<file path="src/pacu_pkg.sv">
`timescale 1ns / 1ps

package pacu_pkg;

    localparam int TIME_W      = 40;
    localparam int COUNT_W     = 16;
    localparam int SCALE_W     = 17;
    localparam int PERIOD_W    = COUNT_W + SCALE_W;
    localparam int DIV_STEPS   = TIME_W;
    localparam int STEP_CNT_W  = $clog2(DIV_STEPS);
    localparam int CFG_ADDR_W  = 3;

    localparam logic [TIME_W-1:0] LATE_LIMIT = TIME_W'(60 * 5);
    localparam logic [TIME_W-1:0] TIME_MAX   = {TIME_W{1'b1}};

    localparam logic [SCALE_W-1:0] SECS_PER_SEC  = SCALE_W'(1);
    localparam logic [SCALE_W-1:0] SECS_PER_MIN  = SCALE_W'(60);
    localparam logic [SCALE_W-1:0] SECS_PER_HOUR = SCALE_W'(60 * 60);
    localparam logic [SCALE_W-1:0] SECS_PER_DAY  = SCALE_W'(60 * 60 * 24);

    typedef enum logic [1:0] {
        UNIT_SEC  = 2'd0,
        UNIT_MIN  = 2'd1,
        UNIT_HOUR = 2'd2,
        UNIT_DAY  = 2'd3
    } pacu_unit_t;

    typedef enum logic [CFG_ADDR_W-1:0] {
        CFG_ARMED  = 3'd0,
        CFG_REPEAT = 3'd1,
        CFG_COUNT  = 3'd2,
        CFG_UNIT   = 3'd3,
        CFG_IGNORE = 3'd4,
        CFG_START  = 3'd5
    } pacu_cfg_idx_t;

    typedef enum logic [2:0] {
        ST_IDLE,
        ST_MUL,
        ST_EVAL,
        ST_DIV,
        ST_UPD,
        ST_DONE
    } pacu_state_t;

    typedef struct packed {
        logic busy;
        logic done;
    } pacu_div_stat_t;

    function automatic logic [SCALE_W-1:0] period_scale(input logic [1:0] unit);
        logic [SCALE_W-1:0] s;
        unique case (pacu_unit_t'(unit))
            UNIT_SEC:  s = SECS_PER_SEC;
            UNIT_MIN:  s = SECS_PER_MIN;
            UNIT_HOUR: s = SECS_PER_HOUR;
            UNIT_DAY:  s = SECS_PER_DAY;
            default:   s = SECS_PER_SEC;
        endcase
        return s;
    endfunction

endpackage

</file>
<file path="src/pacu_rem_div.sv">
`timescale 1ns / 1ps

// restoring remainder, one dividend bit per cycle
module pacu_rem_div
    import pacu_pkg::*;
(
    input  logic                aclk,
    input  logic                aresetn,
    input  logic                start,
    input  logic [TIME_W-1:0]   dividend,
    input  logic [PERIOD_W-1:0] divisor,
    output pacu_div_stat_t      stat,
    output logic [PERIOD_W-1:0] remainder
);

    logic [TIME_W-1:0]     dvd_reg, dvd_next;
    logic [PERIOD_W-1:0]   rem_reg, rem_next;
    logic [STEP_CNT_W-1:0] cnt_reg, cnt_next;
    logic                  busy_reg, busy_next;
    logic                  done_reg, done_next;

    logic [PERIOD_W:0]     trial;
    logic [PERIOD_W+1:0]   diff;

    assign trial = {rem_reg, dvd_reg[TIME_W-1]};
    assign diff  = {1'b0, trial} - {2'b00, divisor};

    always_comb begin
        dvd_next  = dvd_reg;
        rem_next  = rem_reg;
        cnt_next  = cnt_reg;
        busy_next = busy_reg;
        done_next = 1'b0;
        if (start) begin
            dvd_next  = dividend;
            rem_next  = '0;
            cnt_next  = '0;
            busy_next = 1'b1;
        end else if (busy_reg) begin
            dvd_next = {dvd_reg[TIME_W-2:0], 1'b0};
            // borrow clear means trial >= divisor
            rem_next = diff[PERIOD_W+1] ? trial[PERIOD_W-1:0] : diff[PERIOD_W-1:0];
            cnt_next = cnt_reg + 1'b1;
            if (cnt_reg == STEP_CNT_W'(DIV_STEPS - 1)) begin
                busy_next = 1'b0;
                done_next = 1'b1;
            end
        end
    end

    always_ff @(posedge aclk) begin
        if (!aresetn) begin
            busy_reg <= 1'b0;
            done_reg <= 1'b0;
            cnt_reg  <= '0;
        end else begin
            busy_reg <= busy_next;
            done_reg <= done_next;
            cnt_reg  <= cnt_next;
        end
        dvd_reg <= dvd_next;
        rem_reg <= rem_next;
    end

    assign stat.busy = busy_reg;
    assign stat.done = done_reg;
    assign remainder = rem_reg;

endmodule

</file>
<file path="src/periodic_alarm_catch_up_top.sv">
`timescale 1ns / 1ps

// channel   | ports                      | direction | payload
// ----------+----------------------------+-----------+----------------------------------
// input     | s_tvalid s_tready s_tdata  | in        | now_seconds
// result    | m_tvalid m_tready m_tdata  | out       | fire, late_suppressed,
//           |                            |           | zero_period, next_due
// config    | cfg_we cfg_addr cfg_wdata  | in        | register write, no read-back
//
// an item that needs a catch-up goes from accept to result through the period
// multiply, a compare that starts the remainder, the bit-serial remainder of
// lateness by period, a step to see it finish, an update and the load of the
// output register; the next transaction is taken in the cycle after that load
// items that need no catch-up skip the remainder and the update; a new item is
// taken only once the last one has left the sequencer; the remainder loop sets the rate
// aresetn is synchronous and active low; due time resets to zero
// a result waiting in the output register does not block acceptance of the next
// transaction; the sequencer only stalls on a full output register at its end
module periodic_alarm_catch_up_top
    import pacu_pkg::*;
(
    input  logic                  aclk,
    input  logic                  aresetn,

    input  logic                  s_tvalid,
    output logic                  s_tready,
    input  logic [39:0]           s_tdata,   // [39:0] now_seconds

    output logic                  m_tvalid,
    input  logic                  m_tready,
    output logic [47:0]           m_tdata,   // [0] fire, [1] late_suppressed,
                                             // [2] zero_period, [42:3] next_due,
                                             // [47:43] zero

    input  logic                  cfg_we,
    input  logic [CFG_ADDR_W-1:0] cfg_addr,
    input  logic [TIME_W-1:0]     cfg_wdata
);

    // configuration registers
    logic                armed_reg;
    logic                repeat_reg;
    logic [COUNT_W-1:0]  count_reg;
    logic [1:0]          unit_reg;
    logic                ignore_reg;

    // alarm state
    logic [TIME_W-1:0]   due_reg, due_next;

    // per-item working registers
    logic [TIME_W-1:0]   now_reg;
    logic [PERIOD_W-1:0] period_reg;
    logic                fire_reg, supp_reg, zero_reg;

    // output register
    logic                m_valid_reg;

    pacu_state_t         state_reg, state_next;

    // sequencer controls
    logic                take_item;
    logic                do_mul;
    logic                do_eval;
    logic                div_start;
    logic                do_upd;
    logic                emit;

    // evaluation of the captured time against due time
    logic                is_due;
    logic                need_repeat;
    logic                period_zero;
    logic                too_late;
    logic [TIME_W-1:0]   late;

    pacu_div_stat_t      div_stat;
    logic [PERIOD_W-1:0] div_rem;
    logic [TIME_W:0]     next_sum;

    assign late        = now_reg - due_reg;
    assign is_due      = armed_reg && (due_reg <= now_reg);
    assign too_late    = late > LATE_LIMIT;
    assign need_repeat = is_due && repeat_reg;
    assign period_zero = (period_reg == '0);

    // due + (late/period + 1)*period == now - late%period + period
    assign next_sum = {1'b0, now_reg} - {{(TIME_W + 1 - PERIOD_W){1'b0}}, div_rem}
                    + {{(TIME_W + 1 - PERIOD_W){1'b0}}, period_reg};

    // next state
    always_comb begin
        state_next = state_reg;
        unique case (state_reg)
            ST_IDLE: if (s_tvalid) state_next = ST_MUL;
            ST_MUL:  state_next = ST_EVAL;
            ST_EVAL: state_next = (need_repeat && !period_zero) ? ST_DIV : ST_DONE;
            ST_DIV:  if (div_stat.done) state_next = ST_UPD;
            ST_UPD:  state_next = ST_DONE;
            ST_DONE: if (!m_valid_reg || m_tready) state_next = ST_IDLE;
            default: state_next = ST_IDLE;
        endcase
    end

    // sequencer outputs
    always_comb begin
        take_item = 1'b0;
        do_mul    = 1'b0;
        do_eval   = 1'b0;
        div_start = 1'b0;
        do_upd    = 1'b0;
        emit      = 1'b0;
        unique case (state_reg)
            ST_IDLE: take_item = 1'b1;
            ST_MUL:  do_mul = 1'b1;
            ST_EVAL: begin
                do_eval   = 1'b1;
                div_start = need_repeat && !period_zero;
            end
            ST_DIV:  ;
            ST_UPD:  do_upd = 1'b1;
            ST_DONE: emit = !m_valid_reg || m_tready;
            default: ;
        endcase
    end

    assign s_tready = take_item;

    // due time: start_time writes reload it, catch-up advances it with saturation
    always_comb begin
        due_next = due_reg;
        if (cfg_we && (cfg_addr == CFG_START)) begin
            due_next = cfg_wdata;
        end else if (do_upd) begin
            due_next = next_sum[TIME_W] ? TIME_MAX : next_sum[TIME_W-1:0];
        end
    end

    always_ff @(posedge aclk) begin
        if (!aresetn) begin
            state_reg   <= ST_IDLE;
            m_valid_reg <= 1'b0;
            armed_reg   <= 1'b0;
            repeat_reg  <= 1'b1;
            count_reg   <= COUNT_W'(1);
            unit_reg    <= UNIT_DAY;
            ignore_reg  <= 1'b0;
            due_reg     <= '0;
        end else begin
            state_reg <= state_next;
            due_reg   <= due_next;
            if (emit) begin
                m_valid_reg <= 1'b1;
            end else if (m_tready) begin
                m_valid_reg <= 1'b0;
            end
            if (cfg_we) begin
                unique case (cfg_addr)
                    CFG_ARMED:  armed_reg  <= cfg_wdata[0];
                    CFG_REPEAT: repeat_reg <= cfg_wdata[0];
                    CFG_COUNT:  count_reg  <= cfg_wdata[COUNT_W-1:0];
                    CFG_UNIT:   unit_reg   <= cfg_wdata[1:0];
                    CFG_IGNORE: ignore_reg <= cfg_wdata[0];
                    default:    ;   // start time handled with due time
                endcase
            end
        end
    end

    // payload registers
    logic [47:0] m_data_reg;

    always_ff @(posedge aclk) begin
        if (take_item && s_tvalid) begin
            now_reg <= s_tdata;
        end
        if (do_mul) begin
            period_reg <= {{SCALE_W{1'b0}}, count_reg}
                        * {{COUNT_W{1'b0}}, period_scale(unit_reg)};
        end
        if (do_eval) begin
            fire_reg <= is_due && !(ignore_reg && too_late);
            supp_reg <= is_due && ignore_reg && too_late;
            zero_reg <= need_repeat && period_zero;
        end
        if (emit) begin
            m_data_reg <= {5'b0, due_reg, zero_reg, supp_reg, fire_reg};
        end
    end

    pacu_rem_div u_rem_div (
        .aclk      (aclk),
        .aresetn   (aresetn),
        .start     (div_start),
        .dividend  (late),
        .divisor   (period_reg),
        .stat      (div_stat),
        .remainder (div_rem)
    );

    assign m_tvalid = m_valid_reg;
    assign m_tdata  = m_data_reg;

`ifndef NO_ASSERTIONS
    // a result never both fires and reports suppression
    assert property (@(posedge aclk) disable iff (!aresetn)
        m_tvalid |-> !(m_tdata[0] && m_tdata[1]))
        else $error("fire and late_suppressed both set");

    // zero period is only reported on a due alarm
    assert property (@(posedge aclk) disable iff (!aresetn)
        (m_tvalid && m_tdata[2]) |-> (m_tdata[0] || m_tdata[1]))
        else $error("zero_period without due alarm");

    // one item at a time: no accept right after an accept
    assert property (@(posedge aclk) disable iff (!aresetn)
        (s_tvalid && s_tready) |=> !s_tready)
        else $error("input accepted while busy");

    // remainder unit completes only while the sequencer waits for it
    assert property (@(posedge aclk) disable iff (!aresetn)
        div_stat.done |-> (state_reg == ST_DIV))
        else $error("divider done outside divide phase");

    // the divider is never restarted while running
    assert property (@(posedge aclk) disable iff (!aresetn)
        div_start |-> !div_stat.busy)
        else $error("divider restarted while busy");
`endif

endmodule
</file>
<file path="config.mk">
export PLATFORM = sky130hd
export DESIGN_NAME = periodic_alarm_catch_up_top
export DESIGN_NICKNAME = d
export VERILOG_FILES = /design/src/pacu_pkg.sv /design/src/pacu_rem_div.sv /design/src/periodic_alarm_catch_up_top.sv
export SDC_FILE = /design/constraint.sdc
export NUM_CORES = 1
export LEC_CHECK = 0
export BUFFER_PORTS_ARGS = -buffer_cell sky130_fd_sc_hd__clkbuf_2
export CELL_PAD_IN_SITES_DETAIL_PLACEMENT = 1
export CELL_PAD_IN_SITES_GLOBAL_PLACEMENT = 1
export CORE_UTILIZATION = 34
export DETAILED_ROUTE_END_ITERATION = 10
export GPL_ROUTABILITY_DRIVEN = 0
export PLACE_DENSITY_LB_ADDON = 0.3
export SETUP_SLACK_MARGIN = 0.5
export SYNTH_ARGS = -nofsm -noshare
export SYNTH_HDL_FRONTEND = slang
export SYNTH_SLANG_ARGS = --single-unit
export TNS_END_PERCENT = 50
</file>
<file path="constraint.sdc">
create_clock -name aclk -period 14.4 [get_ports aclk]
set_input_delay 0.72 -clock aclk [delete_from_list [all_inputs] [get_ports aclk]]
set_output_delay 0.72 -clock aclk [all_outputs]
set_load 0.01 [all_outputs]
</file>
==> impl_metrics.env, run 1 <==
export IMPL_status="completed"
export IMPL_ys_seq_elements=265
export IMPL_power_total_mw=3.11
export IMPL_diodes=0
export IMPL_grt_pass1_vias=20100
export IMPL_yosys_top_cells_count="inv_1, ha_1, nand2_1"
export IMPL_cts_tree="built"
export IMPL_r2r_slack_ns=6.82
export IMPL_grt_pass1_wl_um=114000
export IMPL_ys_flop_type="edfxtp_1"
export IMPL_cts_resized=0
export IMPL_crit_required_ns=14.69
export IMPL_routed_via_density=5.17
export IMPL_die_area_um2=70600
export IMPL_start_util_pct=34.4
export IMPL_endpoint="period_reg[32]"
export IMPL_routedWlPerCell_um=20.3
export IMPL_clockRootBuffer="clkbuf_16"
export IMPL_placementRows=96
export IMPL_fin_nets=3130
export IMPL_clkSlewWorstSetupHoldPaths_ns=0.07
export IMPL_leakagePower_nw=12.7
export IMPL_period_needed_ns=7.58
export IMPL_dieHeight_um=266
export IMPL_yosys_cell_types_count=84
export IMPL_endpoint_kind="flip-flop"
export IMPL_cts_buffers=34
export IMPL_worstSetupPathType="flip-flop to flip-flop"
export IMPL_max_freq_mhz=132
export IMPL_postCtsHoldBufs=0
export IMPL_clock_latency_ns=0.57
export IMPL_drt_iter0_markers=664
export IMPL_drc=0
export IMPL_dr_pass1_iters=5
export IMPL_synth_edf_count=159
export IMPL_r2r_end="period_reg[32]"
export IMPL_cp_max_fo=17
export IMPL_h_tree_depth=2
export IMPL_fin_worst_skew_ns=0.0304
export IMPL_timing_slew_headroom_pct=19.8
export IMPL_hold_viol=0
export IMPL_yosys_warnings=0
export IMPL_synth_top_area_share_pct=20.2
export IMPL_tightest_slew_ns=1.19
export IMPL_hpwl_um=59800
export IMPL_overflow=0
export IMPL_ys_seq_area_share_pct=29.2
export IMPL_ioPinCount=138
export IMPL_cp_arrival_ns=7.88
export IMPL_area_growth_pct=11.9
export IMPL_largest_reg_flops=43
export IMPL_avgSynthCellArea_um2=9.46
export IMPL_die_w_um=266
export IMPL_cp_startpoint="unit_reg[0]"
export IMPL_wirelength_um=72600
export IMPL_clock_sinks=265
export IMPL_r2r_start="unit_reg[0]"
export IMPL_grt_max_degree=71
export IMPL_syn_inst=2501
export IMPL_period_share_pct=52.7
export IMPL_vias=18400
export IMPL_max_vdd_ir_drop_mv=0.0696
export IMPL_yosys_area_top_type="edfxtp_1"
export IMPL_maxCapViolations=0
export IMPL_yosysMostFrequentCell="inv_1"
export IMPL_postCtsSetupBuffers=0
export IMPL_grt_use_total_pct=20.7
export IMPL_port_buffers=132
export IMPL_core_um2=68700
export IMPL_antenna_found_initial=0
export IMPL_setup_violations=0
export IMPL_clk_path_buf_depth=3
export IMPL_powerDensity_nw_per_um2=117
export IMPL_drive_gt1_share_pct=9.37
export IMPL_ant_nets=0
export IMPL_hold_class="input port to flip-flop"
export IMPL_yosys_top_cells_area="edfxtp_1, fa_1, ha_1"
export IMPL_slew_violations=0
export IMPL_rsz0062_at_grt="false"
export IMPL_synth_area_um2=23700
export IMPL_rr_worst_depth=26
export IMPL_async_flop_share_pct=0
export IMPL_startpoint_type="flip-flop"
export IMPL_finalSetupTns_ns=0
==> placed cells by master (no fill, tap or decap), drive strengths merged, types with 6 or more instances in the layout <==
cell type	n
a21boi	22
nand4	23
clkbuf	176
a21o	72
buf	13
or2	7
xnor2	77
ha	257
o21a	20
fa	175
and2	60
nand2	184
a31oi	31
nor2b	24
xor2	60
a41oi	6
dfxtp	106
o21ai	136
nand3	29
clkinv	12
o31ai	11
nand2b	19
o21bai	21
nor2	85
a21oi	180
nor4	10
o211ai	12
mux2i	34
mux2	11
nor3	22
inv	434
edfxtp	159
and3	22
a211oi	6
o221ai	38
==> worst min-delay path by stage <==
stage | depth (start not counted) | to | start
finish | 1 | now_reg[33] | s_tdata[33]
global route | 1 | now_reg[3] | s_tdata[3]
CTS | 1 | now_reg[33] | s_tdata[33]
detailed placement | 0 | m_tdata[2] | zero_reg
global placement | 0 | m_tdata[0] | fire_reg
floorplan | 0 | m_tdata[0] | fire_reg
==> cell type report <==
cell class,count,area (um^2)
clock buffer,44,961
clock inverter,18,195
fill,7913,42200
sequential,265,6900
tap,931,1160
timing repair buffer,145,758
multi-input combinational,1733,14900
inverter,431,1620
==> metrics by stage <==
stage	setup WS, ns	std cells	utilization (%)	area [um^2]	hold slack, ns
3_5_place_dp	6.84	3505	36.8	25300	0.406
4_1_cts	6.80	3567	38.5	26500	0.301
5_1_grt	6.29	3567	38.5	26500	0.321
3_3_place_gp	7.24	3505	36.8	25300	0.405
6_report	6.82	3567	38.5	26500	0.327
2_1_floorplan	7.65	2505	-	23700	0.400
==> routing by layer <==
metal	up-vias	track usage (%)	share of wire, %	wire (um)
li1	8773	-	-	-
met2	275	38.7	51	37200
met4	0	7.21	3.4	2440
met3	110	2.22	2.9	2110
met1	9269	24.3	42	30800
met5	-	0	0	0
==> kinds of logic after synthesis <==
logic type,after synthesis,synth area share (%)
fa+ha+maj,432,28.4
simple gates,510,10.6
compound gates,604,16.5
flops,265,29.2
buf+inv,507,8.22
mux,45,1.96
other cells,1,0.0159
xor+xnor,137,5.10
==> report_power, final <==
| group | switching [mW] | internal (mW) |
|---|---|---|
| clock | 0.367 | 0.531 |
| combinational | 0.770 | 0.498 |
| sequential | 0.0712 | 0.869 |
==> worst max-delay path: stages, from the launching register on <==
cell and delay (ns):
dfxtp_1 0.39, ha_1 0.61, nand2_1 0.28, nor2_1 0.31, a21oi_1 0.08, ha_1 0.28
inv_1 0.05, fa_1 0.49, fa_1 0.52, inv_1 0.05, fa_1 0.47, fa_1 0.54
inv_1 0.06, fa_1 0.53, inv_1 0.05, ha_1 0.33, and3_1 0.21, and2_1 0.21
and3_1 0.19, a32oi_1 0.29, a221o_1 0.24, a31oi_1 0.13, and4_1 0.27, nor4_1 0.32
o21bai_1 0.14, a21oi_1 0.19, xnor2_1 0.08
Note: power is estimated with default switching activity, not from simulation.
==> run 2: changes to the inputs <==
- clock period: 14.4 -> 7.55 ns (I/O delays scaled with it)
==> impl_metrics.env, run 2 (synthesized netlist as in run 1, its figures left out) <==
export IMPL_status="completed"
export IMPL_start_util_pct=34.4
export IMPL_wl_met2_um=38600
export IMPL_cts_buffers=34
export IMPL_antenna_found_initial=0
export IMPL_clockRootBuffer="clkbuf_16"
export IMPL_slew_violations=0
export IMPL_dr_max_layer_used="met4"
export IMPL_hold_viol=0
export IMPL_cts_tree="built"
export IMPL_vias=18800
export IMPL_rr_worst_depth=25
export IMPL_cp_startpoint="unit_reg[1]"
export IMPL_drc=0
export IMPL_startpoint_type="flip-flop"
export IMPL_port_buffers=132
export IMPL_drt_iter0_markers=824
export IMPL_placementRows=96
export IMPL_routed_via_density=5.19
export IMPL_clock_sinks=265
export IMPL_dieHeight_um=266
export IMPL_wl_met3_um=2120
export IMPL_worstSetupPathType="flip-flop to flip-flop"
export IMPL_die_w_um=266
export IMPL_r2r_end="period_reg[32]"
export IMPL_largest_reg_flops=43
export IMPL_rsz0062_at_grt="false"
export IMPL_max_freq_mhz=148
export IMPL_whs_ns=0.0432
export IMPL_min_from="s_tdata[18]"
export IMPL_wirelength_um=73700
export IMPL_overflow=0
export IMPL_endpoint_kind="flip-flop"
export IMPL_cp_max_fo=9
export IMPL_clk_path_buf_depth=3
export IMPL_fin_worst_skew_ns=0.0321
export IMPL_finalSetupTns_ns=0
export IMPL_holdPathEnd="now_reg[18]"
export IMPL_tightest_slew_ns=1.21
export IMPL_cp_arrival_ns=7.04
export IMPL_hold_class="input port to flip-flop"
export IMPL_leakagePower_nw=12.9
export IMPL_holdPathStages=1
export IMPL_core_um2=68700
export IMPL_grt_pass1_wl_um=115000
export IMPL_timing_slew_headroom_pct=19.0
export IMPL_grt_pass1_vias=20400
export IMPL_setup_violations=0
export IMPL_h_tree_depth=2
export IMPL_hpwl_um=60100
export IMPL_ant_nets=0
export IMPL_maxCapViolations=0
export IMPL_area_growth_pct=14.2
export IMPL_ioPinCount=138
export IMPL_clock_latency_ns=0.56
export IMPL_max_vdd_ir_drop_mv=0.147
export IMPL_fin_nets=3179
export IMPL_r2r_start="unit_reg[1]"
export IMPL_crit_required_ns=7.83
export IMPL_period_share_pct=89.5
export IMPL_routedWlPerCell_um=20.4
export IMPL_r2r_slack_ns=0.79
export IMPL_grt_max_degree=71
export IMPL_period_needed_ns=6.76
export IMPL_layout_commonest_cell="inv_1"
export IMPL_layout_common_cells="inv_1, ha_1, nand2_1"
export IMPL_die_area_um2=70600
export IMPL_grt_use_total_pct=20.9
export IMPL_powerDensity_nw_per_um2=218
export IMPL_dr_pass1_iters=5
export IMPL_routedLengthMet1_um=30800
export IMPL_drive_gt1_share_pct=10.4
export IMPL_clkSlewWorstSetupHoldPaths_ns=0.05
run 2: cell type report:
type / count / area, um^2
timing repair buffer: 194 / 1220
inverter: 431 / 1620
fill: 7942 / 41700
clock buffer: 49 / 967
antenna: 1 / 2.50
sequential: 265 / 6900
tap: 931 / 1160
clock inverter: 13 / 145
multi-input combinational: 1733 / 15000
run 2: metrics by stage:
step | utilization, % | worst slack (ns) | power (mW) | std cells | instance area, um^2
after floorplan | - | 0.798 | 3.52 | 2505 | 23700
after global placement | 36.9 | 0.527 | 4.15 | 3512 | 25400
after detailed placement | 36.9 | 0.246 | 4.23 | 3512 | 25400
after CTS | 39.1 | 0.504 | 5.94 | 3610 | 26900
after global routing | 39.3 | 0.513 | 6.24 | 3616 | 27000
final | 39.3 | 0.792 | 5.90 | 3617 | 27000
run 2: worst max path at each step:
stage          depth (start not counted)  slack, ns              to
3_5_place_dp                          26       0.25  period_reg[32]
3_3_place_gp                          26       0.53  period_reg[32]
5_1_grt                               26       0.51  period_reg[32]
6_report                              25       0.79  period_reg[32]
4_1_cts                               26       0.50  period_reg[32]
2_1_floorplan                         26       0.80  period_reg[32]
run 2: per-layer routing:
layer | global-route usage [%] | vias up
met4 | 6.21 | 0
met2 | 39.9 | 315
met1 | 24.5 | 9479
met3 | 1.94 | 110
li1 | - | 8876
met5 | 0 | -
run 2: critical path, stage by stage (launching register included):
cell      delay (ns)
dfxtp_2         0.36
ha_4            0.20
buf_4           0.17
and2_2          0.24
ha_1            0.32
fa_1            0.51
inv_1           0.05
fa_1            0.48
inv_1           0.06
fa_1            0.53
fa_1            0.55
inv_1           0.06
fa_1            0.52
inv_1           0.04
ha_1            0.34
and3_1          0.21
and2_1          0.21
and3_1          0.20
a32oi_2         0.22
a221o_1         0.22
a31oi_2         0.12
and4_4          0.25
nor4_4          0.25
o21bai_1        0.11
a21oi_1         0.17
xnor2_1         0.09
run 2: what timing repair did:
| action | in CTS | in global routing |
|---|---|---|
| hold buffers | 36 | 0 |
| hold endpoints to repair | 36 | 0 |
| setup endpoints to repair | 1 | 4 |
| resized for setup | 5 | 26 |
| setup buffers | 0 | 6 |
| pin swaps | 0 | 5 |
run 2: power by group:
group | total, mW | switching, mW | internal (mW)
sequential | 1.79 | 0.135 | 1.66
clock | 1.65 | 0.682 | 0.968
combinational | 2.45 | 1.49 | 0.967
total | 5.90 | 2.30 | 3.59
==> run 3: changes to the inputs <==
- CORE_UTILIZATION: 34 -> 45
- REMOVE_ABC_BUFFERS: default -> 1
- clock period: 7.55 -> 6.2 ns (I/O delays scaled with it)
==> impl_metrics.env, run 3 (synthesized netlist as in run 1, its figures left out) <==
export IMPL_status="complete, but fails checks"
export IMPL_violations="negative setup slack"
export IMPL_cts_tree="built"
export IMPL_crit_family="adder cells"
export IMPL_clock_latency_ns=0.55
export IMPL_antenna_found_initial=3
export IMPL_cp_startpoint="unit_reg[0]"
export IMPL_slew_violations=0
export IMPL_powerDensity_nw_per_um2=260
export IMPL_grt_use_total_pct=28.4
export IMPL_endpoint_kind="flip-flop"
export IMPL_leakagePower_nw=13.8
export IMPL_r2r_start="unit_reg[0]"
export IMPL_die_area_um2=53500
export IMPL_wirelength_um=76500
export IMPL_finalSetupTns_ns=-0.638
export IMPL_clk_path_buf_depth=3
export IMPL_wl_met3_um=3000
export IMPL_path_common_cell="fa_1"
export IMPL_overflow=0
export IMPL_startpoint_type="flip-flop"
export IMPL_critPathMaxStageDelay_ns=0.55
export IMPL_fin_worst_skew_ns=0.0335
export IMPL_cpMaxStageDelayCell="fa_1"
export IMPL_grt_max_degree=71
export IMPL_hpwl_um=59000
export IMPL_routedLengthMet1_um=32000
export IMPL_maxCapViolations=0
export IMPL_ioPinCount=138
export IMPL_port_buffers=132
export IMPL_dr_pass1_iters=5
export IMPL_area_growth_pct=20.3
export IMPL_wl_met2_um=38400
export IMPL_clockRootBuffer="clkbuf_16"
export IMPL_grt_pass1_wl_um=118000
export IMPL_routed_via_density=5.60
export IMPL_dr_max_layer_used="met4"
export IMPL_max_vdd_ir_drop_mv=0.167
export IMPL_fin_nets=3324
export IMPL_rsz0062_at_grt="true"
export IMPL_worst_slack_ns=-0.174
export IMPL_clkSlewWorstSetupHoldPaths_ns=0.07
export IMPL_crit_cells=26
export IMPL_drive_gt1_share_pct=18.3
export IMPL_min_from="cfg_wdata[8]"
export IMPL_start_util_pct=45.8
export IMPL_placementRows=83
export IMPL_crit_required_ns=6.48
export IMPL_power_total_mw=7.40
export IMPL_worstSetupPathType="flip-flop to flip-flop"
export IMPL_die_w_um=231
export IMPL_layout_common_cells="inv_1, ha_1, nand2_1"
export IMPL_hold_class="input port to flip-flop"
export IMPL_tightest_slew_ns=1.28
export IMPL_clock_sinks=265
export IMPL_drc=0
export IMPL_routedWlPerCell_um=21.7
export IMPL_rr_worst_depth=26
export IMPL_vias=19700
export IMPL_cts_buffers=35
export IMPL_largest_reg_flops=43
export IMPL_period_share_pct=103
export IMPL_holdPathStages=3
export IMPL_layout_commonest_cell="inv_1"
export IMPL_hold_viol=0
export IMPL_ant_nets=0
export IMPL_max_freq_mhz=157
export IMPL_grt_pass1_vias=21500
export IMPL_h_tree_depth=2
export IMPL_core_um2=51600
export IMPL_cp_max_fo=8
export IMPL_cp_arrival_ns=6.65
export IMPL_drt_iter0_markers=1098
export IMPL_setup_violations=6
export IMPL_dieHeight_um=231
export IMPL_critical_path_buf_inv_count=7
export IMPL_period_needed_ns=6.37
export IMPL_timing_slew_headroom_pct=14.5
run 3: changes by cell type in the layout (fill, tap and decap cells not counted), moves of 15 or more:
cell   change
buf_4    +128
fa_1      -15
fa_2      +15
inv_1     -22
inv_2     +21
run 3: power breakdown:
part	switching (mW)	internal [mW]	leakage, nW	total (mW)
Combinational	1.74	1.22	10.9	2.96
Sequential	0.167	2.02	2.34	2.19
Clock	0.852	1.40	0.607	2.25
Total	2.76	4.64	13.8	7.40
run 3: tightest hold or removal path, cell delays in order:
cell      delay [ns]
clkbuf_2        0.14
nand2_1         0.08
a21boi_0        0.07
run 3: through the flow:
| step | std cells | worst slack, ns | cell area, um^2 | hold WS (ns) | utilization (%) |
|---|---|---|---|---|---|
| after floorplan | 2429 | -0.439 | 23300 | 0.372 | - |
| after global placement | 3378 | -0.520 | 25900 | 0.403 | 50.2 |
| after detailed placement | 3378 | -0.819 | 25900 | 0.408 | 50.2 |
| after CTS | 3503 | -0.116 | 28200 | 0.000841 | 54.7 |
| after global routing | 3512 | -0.342 | 28400 | 0.106 | 55.1 |
| final | 3516 | -0.174 | 28500 | 0.107 | 55.1 |
run 3: path summary, 6_finish.rpt:
kind	endpoint	slack [ns]
setup reg to reg	period_reg[32]	-0.17
hold reg to reg	m_tdata[2]	0.42
setup / recovery	period_reg[32]	-0.17
hold / removal	count_reg[8]	0.11
run 3: cell type report:
type / count / area [um^2]
Fill cell: 5788 / 23200
Clock inverter: 16 / 263
Sequential cell: 265 / 6910
Inverter: 431 / 1620
Multi-Input combinational cell: 1733 / 15400
Tap cell: 680 / 851
Clock buffer: 48 / 1010
Antenna cell: 5 / 12.5
Timing Repair Buffer: 338 / 2360
run 3: repair_timing:
| action | 4_1_cts | 5_1_grt |
|---|---|---|
| pin swaps | 107 | 28 |
| gates cloned | 0 | 0 |
| setup buffers | 22 | 7 |
| setup endpoints to repair | 20 | 21 |
| hold buffers | 39 | 1 |
| endpoints found under the hold margin | 39 | 1 |
| gates resized for setup | 121 | 42 |
run 3: per-layer routing:
layer  vias up  GRT usage (%)
met5         -              0
met4         0           11.3
met3       187           3.42
met2       502           50.8
met1      9829           34.4
li1       9180              -
